<file path="src/rtl/afs_pkg.sv">
// Package for the audio frame sequencer: opcodes, sequence points, status bits.
`default_nettype none
package afs_pkg;

  typedef logic [1:0]  opcode_t;
  typedef logic [15:0] count_t;

  localparam opcode_t OP_TICK  = 2'd0;
  localparam opcode_t OP_WRITE = 2'd1;
  localparam opcode_t OP_READ  = 2'd2;

  localparam count_t STEP1_COUNT = 16'd7457;
  localparam count_t STEP2_COUNT = 16'd14913;
  localparam count_t STEP3_COUNT = 16'd22371;
  localparam count_t STEP4_COUNT = 16'd29828;
  localparam count_t STEP5_COUNT = 16'd37281;

  localparam int MODE_BIT       = 7;
  localparam int INHIBIT_BIT    = 6;
  localparam int IRQ_STATUS_BIT = 6;

endpackage
`default_nettype wire

</file>
<file path="src/rtl/afs_if.sv">
// Valid/ready channel interfaces for the sequencer's input and result words.
`default_nettype none
interface afs_in_if;
  logic                 valid;
  logic                 ready;
  afs_pkg::opcode_t     opcode;
  logic [7:0]           write_data;
  logic [4:0]           channel_active;

  modport source (output valid, output opcode, output write_data, output channel_active,
                  input ready);
  modport sink   (input valid, input opcode, input write_data, input channel_active,
                  output ready);
endinterface

interface afs_out_if;
  logic       valid;
  logic       ready;
  logic       pulse_timer_tick;
  logic       quarter_frame;
  logic       half_frame;
  logic       irq_line;
  logic [7:0] read_data;

  modport source (output valid, output pulse_timer_tick, output quarter_frame,
                  output half_frame, output irq_line, output read_data, input ready);
  modport sink   (input valid, input pulse_timer_tick, input quarter_frame,
                  input half_frame, input irq_line, input read_data, output ready);
endinterface
`default_nettype wire

</file>
<file path="src/rtl/audio_frame_sequencer.sv">
// Audio frame sequencer: pulse-timer enable, frame strobes, frame IRQ and status.
// Usage:
//   in_chan  takes one word per handshake: a CPU-cycle tick, a frame-control
//            write (bit7 five-step mode, bit6 IRQ inhibit) or a status read.
//   out_chan returns exactly one result word per input word, in order:
//            pulse-timer enable, quarter/half frame strobes, the frame IRQ
//            flag after the word, and the status byte on reads (else 0).
// Pipeline: the input register, then the sequencer logic feeding the result
//   register.
// Throughput: one word per cycle unless stalled; the sequence state updates in
//   the single cycle where a word moves from input register to result register.
// Stall: while out_chan.ready is low the result holds, the input register
//   still takes one more word, then in_chan.ready drops until the result
//   is taken.
// Reset (rst_n low, synchronous): both stages empty, four-step mode, count 0,
//   IRQ flag, inhibit and half-rate phase cleared.
`default_nettype none
module audio_frame_sequencer (
  input  wire logic clk,
  input  wire logic rst_n,
  afs_in_if.sink    in_chan,
  afs_out_if.source out_chan
);
  import afs_pkg::*;

  // input register
  logic       s1_valid_r;
  opcode_t    s1_opcode_r;
  logic [7:0] s1_data_r;
  logic [4:0] s1_chans_r;

  // sequencer state
  count_t cycle_count_r,   cycle_count_nxt;
  logic   five_step_r,     five_step_nxt;
  logic   inhibit_r,       inhibit_nxt;
  logic   irq_pending_r,   irq_pending_nxt;
  logic   phase_r,         phase_nxt;

  // result register
  logic       out_valid_r;
  logic       ptick_r, qf_r, hf_r, irq_r;
  logic [7:0] rd_r;
  logic       ptick_nxt, qf_nxt, hf_nxt;
  logic [7:0] rd_nxt;

  logic   in_acc;
  logic   adv;
  count_t cnt_inc;

  assign adv           = s1_valid_r && (!out_valid_r || out_chan.ready);
  assign in_chan.ready = !s1_valid_r || adv;
  assign in_acc        = in_chan.valid && in_chan.ready;
  assign cnt_inc       = cycle_count_r + 16'd1;

  always_comb begin
    cycle_count_nxt = cycle_count_r;
    five_step_nxt   = five_step_r;
    inhibit_nxt     = inhibit_r;
    irq_pending_nxt = irq_pending_r;
    phase_nxt       = phase_r;
    ptick_nxt       = 1'b0;
    qf_nxt          = 1'b0;
    hf_nxt          = 1'b0;
    rd_nxt          = 8'd0;
    if (adv) begin
      unique case (s1_opcode_r)
        OP_TICK: begin
          phase_nxt       = !phase_r;
          ptick_nxt       = !phase_r;
          cycle_count_nxt = cnt_inc;
          if (cnt_inc == STEP1_COUNT || cnt_inc == STEP3_COUNT) begin
            qf_nxt = 1'b1;
          end
          if (cnt_inc == STEP2_COUNT) begin
            qf_nxt = 1'b1;
            hf_nxt = 1'b1;
          end
          if (!five_step_r && cnt_inc == STEP4_COUNT) begin
            qf_nxt          = 1'b1;
            hf_nxt          = 1'b1;
            cycle_count_nxt = '0;
            if (!inhibit_r) irq_pending_nxt = 1'b1;
          end
          if (five_step_r && cnt_inc == STEP5_COUNT) begin
            qf_nxt          = 1'b1;
            hf_nxt          = 1'b1;
            cycle_count_nxt = '0;
          end
        end
        OP_WRITE: begin
          cycle_count_nxt = '0;
          five_step_nxt   = s1_data_r[MODE_BIT];
          inhibit_nxt     = s1_data_r[INHIBIT_BIT];
          irq_pending_nxt = 1'b0;
          qf_nxt          = s1_data_r[MODE_BIT];
          hf_nxt          = s1_data_r[MODE_BIT];
        end
        OP_READ: begin
          rd_nxt                 = {3'b000, s1_chans_r};
          rd_nxt[IRQ_STATUS_BIT] = irq_pending_r;
          irq_pending_nxt        = 1'b0;
        end
        default: begin
          // unused opcode: state holds, result carries only the flag
        end
      endcase
    end
  end

  always_ff @(posedge clk) begin
    if (!rst_n) begin
      s1_valid_r    <= 1'b0;
      out_valid_r   <= 1'b0;
      cycle_count_r <= '0;
      five_step_r   <= 1'b0;
      inhibit_r     <= 1'b0;
      irq_pending_r <= 1'b0;
      phase_r       <= 1'b0;
    end else begin
      if (in_acc) begin
        s1_valid_r <= 1'b1;
      end else if (adv) begin
        s1_valid_r <= 1'b0;
      end
      if (adv) begin
        out_valid_r <= 1'b1;
      end else if (out_chan.ready) begin
        out_valid_r <= 1'b0;
      end
      cycle_count_r <= cycle_count_nxt;
      five_step_r   <= five_step_nxt;
      inhibit_r     <= inhibit_nxt;
      irq_pending_r <= irq_pending_nxt;
      phase_r       <= phase_nxt;
    end
  end

  // payload registers, no reset
  always_ff @(posedge clk) begin
    if (in_acc) begin
      s1_opcode_r <= in_chan.opcode;
      s1_data_r   <= in_chan.write_data;
      s1_chans_r  <= in_chan.channel_active;
    end
    if (adv) begin
      ptick_r <= ptick_nxt;
      qf_r    <= qf_nxt;
      hf_r    <= hf_nxt;
      irq_r   <= irq_pending_nxt;
      rd_r    <= rd_nxt;
    end
  end

  assign out_chan.valid            = out_valid_r;
  assign out_chan.pulse_timer_tick = ptick_r;
  assign out_chan.quarter_frame    = qf_r;
  assign out_chan.half_frame       = hf_r;
  assign out_chan.irq_line         = irq_r;
  assign out_chan.read_data        = rd_r;

endmodule
`default_nettype wire

</file>
<file path="src/flat_wrapper.sv">
// flat-port wrapper written by rule: the top's interface ports become plain ports
module audio_frame_sequencer_flat import afs_pkg::*;
  (clk, rst_n, in_chan_valid, in_chan_opcode, in_chan_write_data, in_chan_channel_active, in_chan_ready, out_chan_valid, out_chan_pulse_timer_tick, out_chan_quarter_frame, out_chan_half_frame, out_chan_irq_line, out_chan_read_data, out_chan_ready);
  afs_in_if in_chan_i ();
  afs_out_if out_chan_i ();
  input  wire logic clk;
  input  wire logic rst_n;
  input wire logic [$bits(in_chan_i.valid)-1:0] in_chan_valid;
  input wire logic [$bits(in_chan_i.opcode)-1:0] in_chan_opcode;
  input wire logic [$bits(in_chan_i.write_data)-1:0] in_chan_write_data;
  input wire logic [$bits(in_chan_i.channel_active)-1:0] in_chan_channel_active;
  output wire logic [$bits(in_chan_i.ready)-1:0] in_chan_ready;
  output wire logic [$bits(out_chan_i.valid)-1:0] out_chan_valid;
  output wire logic [$bits(out_chan_i.pulse_timer_tick)-1:0] out_chan_pulse_timer_tick;
  output wire logic [$bits(out_chan_i.quarter_frame)-1:0] out_chan_quarter_frame;
  output wire logic [$bits(out_chan_i.half_frame)-1:0] out_chan_half_frame;
  output wire logic [$bits(out_chan_i.irq_line)-1:0] out_chan_irq_line;
  output wire logic [$bits(out_chan_i.read_data)-1:0] out_chan_read_data;
  input wire logic [$bits(out_chan_i.ready)-1:0] out_chan_ready;
  assign in_chan_i.valid = in_chan_valid;
  assign in_chan_i.opcode = in_chan_opcode;
  assign in_chan_i.write_data = in_chan_write_data;
  assign in_chan_i.channel_active = in_chan_channel_active;
  assign in_chan_ready = in_chan_i.ready;
  assign out_chan_valid = out_chan_i.valid;
  assign out_chan_pulse_timer_tick = out_chan_i.pulse_timer_tick;
  assign out_chan_quarter_frame = out_chan_i.quarter_frame;
  assign out_chan_half_frame = out_chan_i.half_frame;
  assign out_chan_irq_line = out_chan_i.irq_line;
  assign out_chan_read_data = out_chan_i.read_data;
  assign out_chan_i.ready = out_chan_ready;
  audio_frame_sequencer u_core (.clk(clk), .rst_n(rst_n), .in_chan(in_chan_i), .out_chan(out_chan_i));
endmodule
</file>
<file path="config.mk">
export PLATFORM = sky130hd
export DESIGN_NAME = audio_frame_sequencer_flat
export DESIGN_NICKNAME = d
export VERILOG_FILES = /design/src/rtl/afs_pkg.sv /design/src/rtl/afs_if.sv /design/src/rtl/audio_frame_sequencer.sv /design/src/flat_wrapper.sv
export SDC_FILE = /design/constraint.sdc
export NUM_CORES = 1
export LEC_CHECK = 0
export ABC_AREA = 1
export BUFFER_PORTS_ARGS = -buffer_cell sky130_fd_sc_hd__buf_4
export CAP_MARGIN = 20
export CELL_PAD_IN_SITES_DETAIL_PLACEMENT = 1
export CELL_PAD_IN_SITES_GLOBAL_PLACEMENT = 1
export CORE_UTILIZATION = 41
export CTS_CLUSTER_DIAMETER = 40
export DETAILED_ROUTE_END_ITERATION = 8
export PLACE_DENSITY = 0.9
export REMOVE_ABC_BUFFERS = 1
export SETUP_SLACK_MARGIN = 0.15
export SYNTH_ARGS = -nofsm -noshare
export SYNTH_HDL_FRONTEND = slang
export SYNTH_SLANG_ARGS = --single-unit
export TNS_END_PERCENT = 30
</file>
<file path="constraint.sdc">
create_clock -name clk -period 2.2 [get_ports clk]
set_input_delay 0.33 -clock clk [delete_from_list [all_inputs] [get_ports clk]]
set_output_delay 0.33 -clock clk [all_outputs]
set_load 0.05 [all_outputs]
</file>
==> results_dict.tcl <==
set metrics [dict create \
    start_kind "flop" \
    maxSlewViolCount 0 \
    ff2ff_path_depth 14 \
    ys_seq_area_frac 0.422 \
    hold_depth 1 \
    p_switching_uw 421 \
    synth_edf_count 19 \
    syn_area_um2 2400 \
    gr-total-overflow 0 \
    skew_ns 0.00261 \
    core-area_um2 5570 \
    cts_tree "done" \
    track_usage 0.298 \
    vias 2837 \
    critical_path_class "reg2reg" \
    p_leak_nw 1.27 \
    cp_max_fo 8 \
    cap_violations 0 \
    clkTransAtPathRegs_ns 0.08 \
    setup_viol 6 \
    die_area_um2 6150 \
    cts-root-buf "clkbuf_8" \
    final_nets 406 \
    hold_path_class "in2reg" \
    setup_slack_ns -0.145 \
    grt_max_degree 21 \
    violations "negative setup slack" \
    combPwrFrac 0.095 \
    synth-async-reset-ratio 0 \
    drc_errors 0 \
    clock_latency_ns 0.31 \
    tightest_slew_ns 0.784 \
    status "finished, violations left" \
    layout_common_cells "71 x nand2_1, 41 x inv_1, 40 x buf_4, 26 x nor2_1, 24 x nand2_2" \
    synthCells 335 \
    final.min_clock_period_ns 2.35 \
    antenna_found_initial 0 \
    fin_util 0.589 \
    pwr-share-clk 0.392 \
    synth_seq_cells 41 \
    holdWs_ns 0.191 \
    synth_warnings 0 \
    antenna_left 0 \
    fp-row-count 27 \
    die_x_um 78.4 \
    postSynthAreaPerCell_um2 7.15 \
    cts-buffers-inserted 5 \
    dp_cells 434 \
    area_delta_synth_final_pct 37.1 \
    hold_violations 0 \
    rsz0062_at_grt "true" \
    mostFrequentLayoutCell "nand2_1" \
    drt-total-wl_um 11000 \
    post_drt_via_cell_ratio 6.22 \
    synth_flop_cell "dfxtp_1" \
    final_cells 456 \
    grt_pass1_wl_um 13700 \
    post-route-period-util 1.07 \
    worstPathArrival_ns 2.52 \
    critPathCaptureType "flop" \
    pwr-share-seq 0.514 \
    slew_headroom 0.477 \
    switching_share 0.261 \
    wl_per_cell_um 24.2 \
    worstReg2RegEnd "u_core.out_chan.quarter_frame$_DFFE_PP_" \
    dr.pass1.iters 5 \
    num_io_pins 33 \
    place_congestion 0.873 \
    ys_types 31 \
    reg2reg_slack_ns -0.15 \
    start_util 0.430 \
    clockBufferDepth 2 \
    total_power_mw 1.62 \
    drt_iter0_markers 355 \
    fin_tns_setup_ns -0.470 \
    min_to "u_core.s1_data_r[6]$_DFFE_PP_" \
    hold_start "in_chan_write_data[6]" \
    ctsHtreeMaxLevel 2 \
    internal_power_mw 1.19 \
    max_freq_mhz 426 \
    portBuffers 24 \
    grt_pass1_vias 2685 \
    cts_sinks 41 \
    drive_gt1_frac 0.362 \
    peakVddDrop_mv 0.555 \
    hpwl_um 5310 \
    power_density_nw_per_um2 492 \
    r2r_start "u_core.cycle_count_r[0]$_SDFFE_PN0P_" \
    die_y_um 78.4 \
    n_antenna_cell 0 \
    crit_required_ns 2.38 \
]
## worst max-delay path: stages (launching register included)
cell and delay [ns]:
dfxtp_4 0.37, ha_4 0.17, nand2_4 0.07, nor2_4 0.24
nand2_2 0.10, nand2_1 0.09, nand2_2 0.11, nor2_4 0.13
buf_4 0.14, nand2_1 0.06, nor2_1 0.29, nand2_1 0.16
nand3_2 0.12, nand2_2 0.07, nand3_2 0.08
## cells by family (layout without fill, tap and decap cells)
group           count (synthesis)  count (layout)  synth area share
buf+inv                        51              97            0.0867
flops                          41              41             0.422
xor+xnor                        1               1           0.00366
compound gates                 27              27            0.0601
simple gates                  210             212             0.405
fa+ha+maj                       4               4            0.0209
other cells                     1               2           0.00157
## layout make-up
type	count	area, µm²
tap	72	90.1
timing repair buffer	45	365
inverter	44	168
sequential	41	1030
fill	681	2290
multi-input combinational	246	1520
clock inverter	3	41.3
clock buffer	5	68.8
## synth_stat cells, drive strengths merged (2+ instances only)
library cell | n | area share
dfxtp | 22 | 0.18
buf | 4 | 0.013
clkbuf | 3 | 0.0047
inv | 44 | 0.069
nand4 | 23 | 0.060
nand2 | 102 | 0.17
o21ai | 5 | 0.012
ha | 4 | 0.021
nor2 | 52 | 0.10
nor3 | 2 | 0.0042
a21oi | 20 | 0.042
nand3 | 26 | 0.058
edfxtp | 19 | 0.24
## flip-flops by register name, indices dropped and copies added, names as in the netlist, 2 cells and up
register,count
u_core.s1_chans_r,5
u_core.s1_opcode_r,2
u_core.cycle_count_r,16
u_core.out_chan.read_data,6
u_core.s1_data_r,2
## through the flow
step           worst slack (ns)  cell area [µm²]
3_5_place_dp            -0.0361             2700
2_1_floorplan             0.307             2360
3_3_place_gp              0.101             2700
5_1_grt                  -0.228             3290
6_report                 -0.145             3290
4_1_cts                   0.139             2950
## worst max-delay path by stage
stage	from	to	cells after the start
after floorplan	u_core.out_chan.valid$_SDFFE_PN0P_	u_core.out_chan.irq_line$_DFFE_PP_	8
after global placement	u_core.cycle_count_r[0]$_SDFFE_PN0P_	u_core.cycle_count_r[1]$_SDFFE_PN0P_	10
after detailed placement	u_core.cycle_count_r[0]$_SDFFE_PN0P_	u_core.cycle_count_r[1]$_SDFFE_PN0P_	10
after CTS	u_core.cycle_count_r[0]$_SDFFE_PN0P_	u_core.out_chan.quarter_frame$_DFFE_PP_	11
after global routing	u_core.cycle_count_r[0]$_SDFFE_PN0P_	u_core.irq_pending_r$_SDFF_PN0_	13
final	u_core.cycle_count_r[0]$_SDFFE_PN0P_	u_core.out_chan.quarter_frame$_DFFE_PP_	14
## power groups by stage
stage / sequential (mW) / combinational (mW) / clock [mW]
4_1_cts: 0.832 / 0.140 / 0.632
2_1_floorplan: 0.884 / 0.0462 / 0
5_1_grt: 0.831 / 0.158 / 0.657
3_5_place_dp: 0.850 / 0.138 / 0
6_report: 0.830 / 0.153 / 0.633
3_3_place_gp: 0.849 / 0.133 / 0
## layer usage
layer	share of wire	track usage
met2	0.50	0.532
met1	0.34	0.338
met4	0.069	0.161
met5	0	0
met3	0.081	0.0488
## repair_timing
action	CTS	global route
setup buffers	3	9
cloned	2	0
hold buffers	0	0
pin swaps	8	31
gates resized for setup	24	77
setup endpoints to repair	14	15
Note: power is estimated with default switching activity, not from simulation.
